File: config.mk
export PLATFORM = sky130hd
export DESIGN_NAME = lidar_frame_deframer_binner_core_flat
export DESIGN_NICKNAME = d
export VERILOG_FILES = /design/src/hw/rtl/lfdb_pkg.sv /design/src/hw/rtl/lfdb_rx_if.sv /design/src/hw/rtl/lfdb_pt_if.sv /design/src/hw/rtl/lfdb_ram.sv /design/src/hw/rtl/lfdb_ctrl.sv /design/src/hw/rtl/lfdb_dp.sv /design/src/hw/rtl/lidar_frame_deframer_binner_core.sv /design/src/flat_wrapper.sv
export SDC_FILE = /design/constraint.sdc
export NUM_CORES = 1
export LEC_CHECK = 0
export BUFFER_PORTS_ARGS = -buffer_cell sky130_fd_sc_hd__buf_2
export CAP_MARGIN = 20
export CORE_ASPECT_RATIO = 0.6
export CORE_UTILIZATION = 60
export CTS_BUF_LIST = sky130_fd_sc_hd__clkbuf_2 sky130_fd_sc_hd__clkbuf_4 sky130_fd_sc_hd__clkbuf_8
export CTS_CLUSTER_DIAMETER = 60
export DETAILED_ROUTE_END_ITERATION = 8
export GPL_ROUTABILITY_DRIVEN = 0
export PLACE_DENSITY_LB_ADDON = 0.15
export RECOVER_POWER = 100
export SLEW_MARGIN = 20
export SYNTH_ARGS = -nofsm -noshare
export SYNTH_HDL_FRONTEND = slang
export SYNTH_SLANG_ARGS = --single-unit
File: constraint.sdc
create_clock -name clk -period 12.8 [get_ports clk]
set_input_delay 1.28 -clock clk [delete_from_list [all_inputs] [get_ports clk]]
set_output_delay 1.28 -clock clk [all_outputs]
set_load 0.01 [all_outputs]
File: src/hw/rtl/lfdb_pkg.sv
// Shared constants and controller/datapath link types for the lidar frame deframer.
package lfdb_pkg;

    // Frame layout
    localparam int FRAME_LEN_DEF    = 85;
    localparam int POINTS_PER_FRAME = 25;
    localparam int PT_IDX_W         = 5;
    localparam int ANG_FIRST        = 4;   // start angle lo, hi, end angle lo, hi
    localparam int ANG_BYTES        = 4;
    localparam int DIST_FIRST       = 11;  // low distance byte of the first point
    localparam int DIST_STRIDE      = 3;

    // Header bytes
    localparam logic [7:0] HDR_FIRST  = 8'hAA;
    localparam logic [7:0] HDR_SECOND = 8'h55;

    // Field widths
    localparam int BYTE_W = 8;
    localparam int BIN_W  = 9;
    localparam int DIST_W = 14;

    // Angle arithmetic, 1/64 degree units
    localparam logic [16:0] FULL_TURN  = 17'd23040;
    localparam logic [10:0] BINS       = 11'd360;
    localparam logic [15:0] THIRD_RECIP = 16'd43691;  // ceil(2^17 / 3)

    // Commands from controller to datapath
    typedef struct packed {
        logic wr_byte;   // store accepted byte at the fill count
        logic clr_cnt;   // trigger byte: restart the hunt
        logic prep;      // latch start angle and wrapped end angle
        logic init;      // angle step and first accumulator value
        logic rd_hi;     // second read of a point, capture low byte
        logic calc;      // distance and bin quotient
        logic load;      // fill output register, advance to next point
    } cmd_t;

    // Status from datapath to controller
    typedef struct packed {
        logic hdr1;      // incoming byte is the first header
        logic hdr2;      // incoming byte is the second header
        logic full;      // frame store holds a whole frame
        logic last;      // current point is the last of the frame
        logic out_free;  // output register can take a point
    } sts_t;

endpackage

File: src/hw/rtl/lfdb_rx_if.sv
// Byte input channel: valid/ready with one received byte.
interface lfdb_rx_if
    import lfdb_pkg::*;
();
    logic              valid;
    logic              ready;
    logic [BYTE_W-1:0] rx_byte;

    modport source (output valid, output rx_byte, input ready);
    modport sink   (input valid, input rx_byte, output ready);
endinterface

File: src/hw/rtl/lfdb_pt_if.sv
// Point output channel: valid/ready with one bin write.
interface lfdb_pt_if
    import lfdb_pkg::*;
();
    logic              valid;
    logic              ready;
    logic [BIN_W-1:0]  bin_index;
    logic              bin_valid;
    logic [DIST_W-1:0] distance;
    logic              last_point;

    modport source (output valid, output bin_index, output bin_valid, output distance,
                    output last_point, input ready);
    modport sink   (input valid, input bin_index, input bin_valid, input distance,
                    input last_point, output ready);
endinterface

File: src/hw/rtl/lfdb_ram.sv
// Generic single-write, single-read RAM with registered read data.
module lfdb_ram #(
    parameter int WIDTH = 8,
    parameter int DEPTH = 85
) (
    input  logic                     clk,
    input  logic                     we,
    input  logic [$clog2(DEPTH)-1:0] waddr,
    input  logic [WIDTH-1:0]         wdata,
    input  logic [$clog2(DEPTH)-1:0] raddr,
    output logic [WIDTH-1:0]         rdata
);

    logic [WIDTH-1:0] mem [DEPTH];
    logic [WIDTH-1:0] rdata_reg;

    always_ff @(posedge clk)
    begin
        if (we)
        begin
            mem[waddr] <= wdata;
        end
        rdata_reg <= mem[raddr];
    end

    assign rdata = rdata_reg;

endmodule

File: src/hw/rtl/lfdb_ctrl.sv
// Controller: header hunt, frame fill and per-point decode sequencing.
module lfdb_ctrl
    import lfdb_pkg::*;
(
    input  logic clk,
    input  logic rst_n,
    input  logic rx_valid,
    output logic rx_ready,
    input  sts_t sts,
    output cmd_t cmd
);

    typedef enum logic [3:0] {
        ST_HUNT1,
        ST_HUNT2,
        ST_FILL,
        ST_PREP,
        ST_INIT,
        ST_RD_LO,
        ST_RD_HI,
        ST_CALC,
        ST_LOAD
    } state_t;

    state_t state_reg;
    state_t state_next;
    logic   rx_fire;

    assign rx_ready = (state_reg == ST_HUNT1) || (state_reg == ST_HUNT2)
                   || (state_reg == ST_FILL);
    assign rx_fire  = rx_valid && rx_ready;

    // Next state and commands
    always_comb
    begin
        state_next = state_reg;
        cmd        = '0;
        case (state_reg)
            ST_HUNT1:
            begin
                if (rx_fire && sts.hdr1)
                begin
                    cmd.wr_byte = 1'b1;
                    state_next  = ST_HUNT2;
                end
            end
            ST_HUNT2:
            begin
                if (rx_fire && sts.hdr2)
                begin
                    cmd.wr_byte = 1'b1;
                    state_next  = ST_FILL;
                end
            end
            ST_FILL:
            begin
                if (rx_fire)
                begin
                    if (sts.full)
                    begin
                        cmd.clr_cnt = 1'b1;
                        state_next  = ST_PREP;
                    end
                    else
                    begin
                        cmd.wr_byte = 1'b1;
                    end
                end
            end
            ST_PREP:
            begin
                cmd.prep   = 1'b1;
                state_next = ST_INIT;
            end
            ST_INIT:
            begin
                cmd.init   = 1'b1;
                state_next = ST_RD_LO;
            end
            ST_RD_LO:
            begin
                state_next = ST_RD_HI;
            end
            ST_RD_HI:
            begin
                cmd.rd_hi  = 1'b1;
                state_next = ST_CALC;
            end
            ST_CALC:
            begin
                cmd.calc   = 1'b1;
                state_next = ST_LOAD;
            end
            ST_LOAD:
            begin
                if (sts.out_free)
                begin
                    cmd.load   = 1'b1;
                    state_next = sts.last ? ST_HUNT1 : ST_RD_LO;
                end
            end
            default:
            begin
                state_next = ST_HUNT1;
            end
        endcase
    end

    // State register
    always_ff @(posedge clk or negedge rst_n)
    begin
        if (!rst_n)
        begin
            state_reg <= ST_HUNT1;
        end
        else
        begin
            state_reg <= state_next;
        end
    end

endmodule

File: src/hw/rtl/lfdb_dp.sv
// Datapath: byte counter, frame store, angle accumulator, bin divide and output register.
module lfdb_dp
    import lfdb_pkg::*;
#(
    parameter int FRAME_LEN = FRAME_LEN_DEF
) (
    input  logic              clk,
    input  logic              rst_n,
    input  cmd_t              cmd,
    output sts_t              sts,
    input  logic [BYTE_W-1:0] rx_byte,
    output logic              out_valid,
    input  logic              out_ready,
    output logic [BIN_W-1:0]  bin_index,
    output logic              bin_valid,
    output logic [DIST_W-1:0] distance,
    output logic              last_point
);

    localparam int CNT_W  = $clog2(FRAME_LEN + 1);
    localparam int ADDR_W = $clog2(FRAME_LEN);

    // Control registers
    logic [CNT_W-1:0]    cnt_reg;
    logic [PT_IDX_W-1:0] pt_idx_reg;
    logic [ADDR_W-1:0]   addr_reg;
    logic                out_valid_reg;

    // Payload registers
    logic [BYTE_W-1:0]   ang_reg [ANG_BYTES];
    logic [15:0]         s_reg;
    logic [16:0]         e_reg;
    logic signed [17:0]  d_reg;
    logic signed [22:0]  n_reg;
    logic [10:0]         q_reg;
    logic                neg_reg;
    logic [BYTE_W-1:0]   lo_reg;
    logic [DIST_W-1:0]   dist_reg;
    logic [BIN_W-1:0]    bin_reg;
    logic                bin_valid_reg;
    logic [DIST_W-1:0]   dist_out_reg;
    logic                last_reg;

    logic [BYTE_W-1:0]   rdata;
    logic [ADDR_W-1:0]   raddr;
    logic [15:0]         s_new;
    logic [15:0]         e_new;
    logic [20:0]         n_first;
    logic [28:0]         q_prod;
    logic [10:0]         q_wrap;
    logic                b_ok;
    logic                out_free;

    // Frame store
    assign raddr = cmd.rd_hi ? (addr_reg + ADDR_W'(1)) : addr_reg;

    lfdb_ram #(
        .WIDTH (BYTE_W),
        .DEPTH (FRAME_LEN)
    ) u_store (
        .clk   (clk),
        .we    (cmd.wr_byte),
        .waddr (cnt_reg[ADDR_W-1:0]),
        .wdata (rx_byte),
        .raddr (raddr),
        .rdata (rdata)
    );

    // Angle and bin arithmetic
    assign s_new   = {ang_reg[1], 8'h00} | {9'h000, ang_reg[0][7:1]};
    assign e_new   = {ang_reg[3], 8'h00} | {9'h000, ang_reg[2][7:1]};
    assign n_first = {1'b0, s_reg, 4'h0} + {2'b00, s_reg, 3'h0};
    assign q_prod  = n_reg[21:9] * THIRD_RECIP;
    assign q_wrap  = (q_reg >= BINS) ? (q_reg - BINS) : q_reg;
    assign b_ok    = !neg_reg && (q_wrap < BINS);
    assign out_free = !out_valid_reg || out_ready;

    // Status
    assign sts.hdr1     = (rx_byte == HDR_FIRST);
    assign sts.hdr2     = (rx_byte == HDR_SECOND);
    assign sts.full     = (cnt_reg == CNT_W'(FRAME_LEN));
    assign sts.last     = (pt_idx_reg == PT_IDX_W'(POINTS_PER_FRAME - 1));
    assign sts.out_free = out_free;

    // Control state
    always_ff @(posedge clk or negedge rst_n)
    begin
        if (!rst_n)
        begin
            cnt_reg       <= '0;
            pt_idx_reg    <= '0;
            addr_reg      <= '0;
            out_valid_reg <= 1'b0;
        end
        else
        begin
            if (cmd.clr_cnt)
            begin
                cnt_reg <= '0;
            end
            else if (cmd.wr_byte)
            begin
                cnt_reg <= cnt_reg + CNT_W'(1);
            end

            if (cmd.init)
            begin
                pt_idx_reg <= '0;
                addr_reg   <= ADDR_W'(DIST_FIRST);
            end
            else if (cmd.load)
            begin
                pt_idx_reg <= pt_idx_reg + PT_IDX_W'(1);
                addr_reg   <= addr_reg + ADDR_W'(DIST_STRIDE);
            end

            if (cmd.load)
            begin
                out_valid_reg <= 1'b1;
            end
            else if (out_ready)
            begin
                out_valid_reg <= 1'b0;
            end
        end
    end

    // Payload path
    always_ff @(posedge clk)
    begin
        // angle bytes are kept beside the store
        for (int k = 0; k < ANG_BYTES; k++)
        begin
            if (cmd.wr_byte && (cnt_reg == CNT_W'(ANG_FIRST + k)))
            begin
                ang_reg[k] <= rx_byte;
            end
        end

        // start angle, end angle unwrapped past a full turn
        if (cmd.prep)
        begin
            s_reg <= s_new;
            e_reg <= (s_new > e_new) ? ({1'b0, e_new} + FULL_TURN) : {1'b0, e_new};
        end

        // per-point step and 24*s starting value
        if (cmd.init)
        begin
            d_reg <= $signed({1'b0, e_reg}) - $signed({2'b00, s_reg});
            n_reg <= $signed({2'b00, n_first});
        end
        else if (cmd.calc)
        begin
            n_reg <= n_reg + 23'(d_reg);
        end

        if (cmd.rd_hi)
        begin
            lo_reg <= rdata;
        end

        // distance and floor(n / 1536) = floor((n >> 9) / 3)
        if (cmd.calc)
        begin
            dist_reg <= {rdata, lo_reg[7:2]};
            q_reg    <= q_prod[27:17];
            neg_reg  <= n_reg[22];
        end

        if (cmd.load)
        begin
            bin_reg       <= b_ok ? q_wrap[BIN_W-1:0] : '0;
            bin_valid_reg <= b_ok;
            dist_out_reg  <= dist_reg;
            last_reg      <= sts.last;
        end
    end

    assign out_valid  = out_valid_reg;
    assign bin_index  = bin_reg;
    assign bin_valid  = bin_valid_reg;
    assign distance   = dist_out_reg;
    assign last_point = last_reg;

endmodule

File: src/hw/rtl/lidar_frame_deframer_binner_core.sv
// Top level of the lidar frame deframer and angle binner.
//
//   channel | dir | transfer             | payload
//   --------+-----+----------------------+---------------------------------------------
//   rx      | in  | one serial byte      | rx_byte[7:0]
//   pt      | out | one point bin write  | bin_index[8:0] bin_valid distance[13:0]
//           |     |                      | last_point
//
// While hunting and filling, one byte is taken each cycle. The trigger byte that follows a
// full frame starts decoding: setup steps (prep, init), then per point two frame store
// reads, one divide step and one output load; rx ready stays low meanwhile. A stalled
// output holds the sequencer in its load step.
// Reset clears the byte count and output valid; the frame store is not cleared.
module lidar_frame_deframer_binner_core
    import lfdb_pkg::*;
#(
    parameter int FRAME_LEN = FRAME_LEN_DEF
) (
    input  logic       clk,
    input  logic       rst_n,
    lfdb_rx_if.sink    rx,
    lfdb_pt_if.source  pt
);

    cmd_t cmd;
    sts_t sts;

    lfdb_ctrl u_ctrl (
        .clk      (clk),
        .rst_n    (rst_n),
        .rx_valid (rx.valid),
        .rx_ready (rx.ready),
        .sts      (sts),
        .cmd      (cmd)
    );

    lfdb_dp #(
        .FRAME_LEN (FRAME_LEN)
    ) u_dp (
        .clk        (clk),
        .rst_n      (rst_n),
        .cmd        (cmd),
        .sts        (sts),
        .rx_byte    (rx.rx_byte),
        .out_valid  (pt.valid),
        .out_ready  (pt.ready),
        .bin_index  (pt.bin_index),
        .bin_valid  (pt.bin_valid),
        .distance   (pt.distance),
        .last_point (pt.last_point)
    );

    // No byte is taken while a frame is still being decoded
    a_no_rx_mid_frame: assert property (@(posedge clk) disable iff (!rst_n)
        pt.valid && pt.ready && !pt.last_point |-> !rx.ready)
        else $error("byte accepted during frame decode");

    // Suppressed writes carry bin zero
    a_invalid_bin_zero: assert property (@(posedge clk) disable iff (!rst_n)
        pt.valid && !pt.bin_valid |-> pt.bin_index == '0)
        else $error("invalid point with nonzero bin");

    // Valid bins lie within one turn
    a_bin_range: assert property (@(posedge clk) disable iff (!rst_n)
        pt.valid && pt.bin_valid |-> pt.bin_index < BIN_W'(360))
        else $error("bin index out of range");

    // No two datapath commands, storage or decode, are issued together
    a_cmd_exclusive: assert property (@(posedge clk) disable iff (!rst_n)
        $onehot0({cmd.wr_byte, cmd.clr_cnt, cmd.prep, cmd.init, cmd.rd_hi, cmd.calc,
                  cmd.load}))
        else $error("overlapping datapath commands");

endmodule

File: src/flat_wrapper.sv
// flat-port wrapper written by rule: the top's interface ports become plain ports
module lidar_frame_deframer_binner_core_flat import lfdb_pkg::*;
#(
    parameter int FRAME_LEN = FRAME_LEN_DEF
)
  (clk, rst_n, rx_valid, rx_rx_byte, rx_ready, pt_valid, pt_bin_index, pt_bin_valid, pt_distance, pt_last_point, pt_ready);
  lfdb_rx_if rx_i ();
  lfdb_pt_if pt_i ();
  input  logic clk;
  input  logic rst_n;
  input wire logic [$bits(rx_i.valid)-1:0] rx_valid;
  input wire logic [$bits(rx_i.rx_byte)-1:0] rx_rx_byte;
  output wire logic [$bits(rx_i.ready)-1:0] rx_ready;
  output wire logic [$bits(pt_i.valid)-1:0] pt_valid;
  output wire logic [$bits(pt_i.bin_index)-1:0] pt_bin_index;
  output wire logic [$bits(pt_i.bin_valid)-1:0] pt_bin_valid;
  output wire logic [$bits(pt_i.distance)-1:0] pt_distance;
  output wire logic [$bits(pt_i.last_point)-1:0] pt_last_point;
  input wire logic [$bits(pt_i.ready)-1:0] pt_ready;
  assign rx_i.valid = rx_valid;
  assign rx_i.rx_byte = rx_rx_byte;
  assign rx_ready = rx_i.ready;
  assign pt_valid = pt_i.valid;
  assign pt_bin_index = pt_i.bin_index;
  assign pt_bin_valid = pt_i.bin_valid;
  assign pt_distance = pt_i.distance;
  assign pt_last_point = pt_i.last_point;
  assign pt_i.ready = pt_ready;
  lidar_frame_deframer_binner_core #(.FRAME_LEN(FRAME_LEN)) u_core (.clk(clk), .rst_n(rst_n), .rx(rx_i), .pt(pt_i));
endmodule
==> summary.md <==
| Metric | Value |
|---|---|
| Total GRT Usage | 0.296 |
| Cell taking the most area after synthesis | edfxtp_1 |
| Hold Slack | 0.415 ns |
| CP required | 13.45 ns |
| Vias per inst | 6.41 |
| # setup viols final | 0 |
| Die height | 201 um |
| Initial antenna violation count | 4 |
| Cell Rows | 72 |
| CTS max path bufs | 3 |
| DR DRC count | 0 |
| Most common cell on crit path | nand2_1 |
| Starting Density | 0.611 |
| CP Launch Type | flop |
| Flops & latches, synth | 871 |
| Worst-skew pair later-pin latency | 0.77 ns |
| RSZ-0062 raised after global routing | false |
| Synth top area share | 0.635 |
| CTS tree | done |
| Detailed Place HPWL | 62.8 mm |
| Main flop type after synthesis | edfxtp_1 |
| Final ANT Viol Nets | 0 |
| Status | finished with violations |
| Slew headroom | -1.81 |
| Setup TNS | 0 ns |
| Syn_nets | 3,070 |
| Sink Count | 871 |
| Cell area after synthesis | 0.0396 mm2 |
| Post-CTS Resized | 0 |
| Largest net degree at the start of global routing | 103 |
| Hold Crit Class | reg2reg |
| Max-Cap Viols | 20 |
| Slew Viols, Final | 945 |
| Post-CTS Setup Bufs | 0 |
| Syn avg cell area | 13.9 um2 |
| FMAX | 0.113 GHz |
| Max FFs per register | 680 |
| Mapped Cells | 2,854 |
| Dpl cell area | 0.0405 mm2 |
| P&R area growth vs syn | 8.36% |
| Sequential element share of the synthesized area | 0.656 |
| Clock skew | 0.0330 ns |
| Core area | 0.0648 mm2 |
| Violated checks | max-capacitance violations, max-slew violations |
| Number of enable flip-flop cells after synthesis | 837 |
| Final hold violations | 0 |
| Post-detailed-routing wire length | 98.1 mm |
| DR vias | 24,900 |
| Worst-Margin Slew | 4.22 ns |
| Synth area leaders | edfxtp_1, ha_1, nand2_1 |
| Crit share post-route | 0.693 |
| NumNets Final | 3,135 |
| Vias in the first global route | 24,100 |
| First-pass DRT Iterations | 6 |
| Cell Chain, Critical Path | and2b_1 -> nand2_1 -> clkinvlp_2 -> xnor2_4 -> clkbuf_1 -> buf_4 -> nand2_1 -> a31oi_1 -> nor3_1 -> or4_1 -> a221oi_2 |
| Clock-pin slew on the worst setup and hold paths | 0.07 ns |
| Maximum fanout along the worst path | 90 |
| Crit path largest cell delay | 2.70 ns |
| Root Driver | clkbuf_8 |
| Grt total ovfl | 0 |
| R2R Setup Slk | 3.93 ns |
| Yosys warnings | 0 |
| Wire length per cell | 25.3 um |
| Endpoint class of the critical path | flop |
| Fin util | 0.662 |
| CTS Hold Bufs | 0 |
| Fin crit period | 8.87 ns |
| Die area | 0.0670 mm2 |
| Initial DRC Count | 2,900 |
| Layout cells sized above 1 | 0.0958 |
| Die X | 334 um |
| Post-synth ARST share | 0.0276 |
| Post-route cell area | 0.0429 mm2 |
| Cts bufs inserted | 121 |
| Global-route wire length before repair | 147 mm |
| Post-synthesis cell type count | 84 |
| Critical path class | reg2reg |
| I/O Pins | 39 |
| Worst Path Arrival | 9.51 ns |
| IO Port Bufs | 38 |
| Slowest CP cell | clkbuf_1 |
| CTS HTree Levels | 3 |
[per-stage QoR]
step	setup WS [ns]	std cells
finish	3.93	3878
global route	3.20	3877
CTS	6.87	3875
detailed placement	6.46	3645
global placement	6.53	3644
floorplan	7.65	2854
[final timing paths]
kind                                                    endpoint                              startpoint  cells after the start
max                         u_core.u_dp.u_store.rdata[7]$_DFF_P_  u_core.u_ctrl.state_reg[0]$_DFFE_PN0P_                     11
min                            u_core.u_dp.distance[8]$_DFFE_PP_       u_core.u_dp.dist_reg[8]$_DFFE_PP_                      0
min reg2reg                    u_core.u_dp.distance[8]$_DFFE_PP_       u_core.u_dp.dist_reg[8]$_DFFE_PP_                      0
max in group asynchronous    u_core.u_dp.addr_reg[1]$_DFFE_PN0P_                                   rst_n                      1
max reg2reg                 u_core.u_dp.u_store.rdata[7]$_DFF_P_  u_core.u_ctrl.state_reg[0]$_DFFE_PN0P_                     11
min in group asynchronous  u_core.u_dp.pt_idx_reg[3]$_DFFE_PN0P_                                   rst_n                      1
[per-layer routing]
| layer | vias to the layer above | track usage | part of all wire |
|---|---|---|---|
| li1 | 11000 | - | - |
| met1 | 12300 | 0.454 | 0.44 |
| met2 | 1381 | 0.394 | 0.41 |
| met3 | 158 | 0.110 | 0.13 |
| met4 | 6 | 0.0741 | 0.020 |
| met5 | - | 0.0149 | 0.0016 |
[synthesized netlist by cell type, drive strengths merged, types with 5 or more instances]
cell	n
dfxtp	10
o211ai	7
nor2	162
o21a	5
edfxtp	837
or4	14
mux4	39
or3	11
dfrtp	24
a21o	12
nand2	366
a21oi	168
or2	5
buf	89
fa	50
xor2	31
xnor2	60
o31ai	7
a2111oi	6
nor2b	22
and3	11
o21ai	57
ha	154
mux2i	65
nand3	38
o221ai	129
a221oi	9
inv	153
nand4	16
clkbuf	41
nand2b	14
nor3	64
a31oi	74
a211oi	12
nor4	32
[cell families after synthesis]
| group | Yosys count | synth area share |
|---|---|---|
| AO/OA/AOI/OAI | 523 | 0.0897 |
| XOR/XNOR | 91 | 0.0219 |
| adder cells (fa/ha/maj) | 204 | 0.0740 |
| buffers and inverters | 285 | 0.0309 |
| flip-flops | 871 | 0.656 |
| multiplexers | 107 | 0.0395 |
| AND/OR/NAND/NOR | 773 | 0.0884 |
[final cells by class]
class,instances,area (um2)
Antenna cell,1,2.50
Tap cell,851,1060
Timing Repair Buffer,72,344
Clock buffer,160,1970
Sequential cell,871,25900
Fill cell,4580,21900
Multi-Input combinational cell,1698,12400
Clock inverter,70,541
Inverter,155,583
[critical path: cells and delay by family, from the launching register on]
family / cells / cell delay (ns)
buffers and inverters: 3 / 5.42
and+or+nand+nor: 5 / 1.42
xor gates and xnor gates: 1 / 0.62
AOI/OAI and AO/OA: 2 / 0.61
DFF: 1 / 0.55
[cell usage in the layout (no fill, tap or decap), types with 6 or more instances in the layout]
master / n
mux2i_1: 65
o221ai_1: 129
clkinv_2: 21
edfxtp_1: 837
nor3_1: 64
dfrtp_1: 23
fa_1: 50
bufinv_16: 8
nor2b_1: 22
a2111oi_0: 6
clkbuf_1: 51
a21o_1: 12
nand3_1: 38
clkinv_1: 34
mux4_2: 39
or3_1: 11
xnor2_1: 56
inv_1: 153
o21ai_0: 55
nand2b_1: 14
clkbuf_8: 123
dfxtp_1: 10
o31ai_1: 7
nand2_1: 364
a211oi_1: 12
o211ai_1: 7
ha_1: 153
a21oi_1: 166
or4_1: 14
nor4_1: 32
nor2_1: 161
and3_1: 10
xor2_1: 29
a31oi_1: 74
nand4_1: 15
clkbuf_4: 37
buf_4: 14
Power is left out: the tool's default activity adds up to more than one toggle a clock period on the data nets, which glitch-free logic cannot reach.
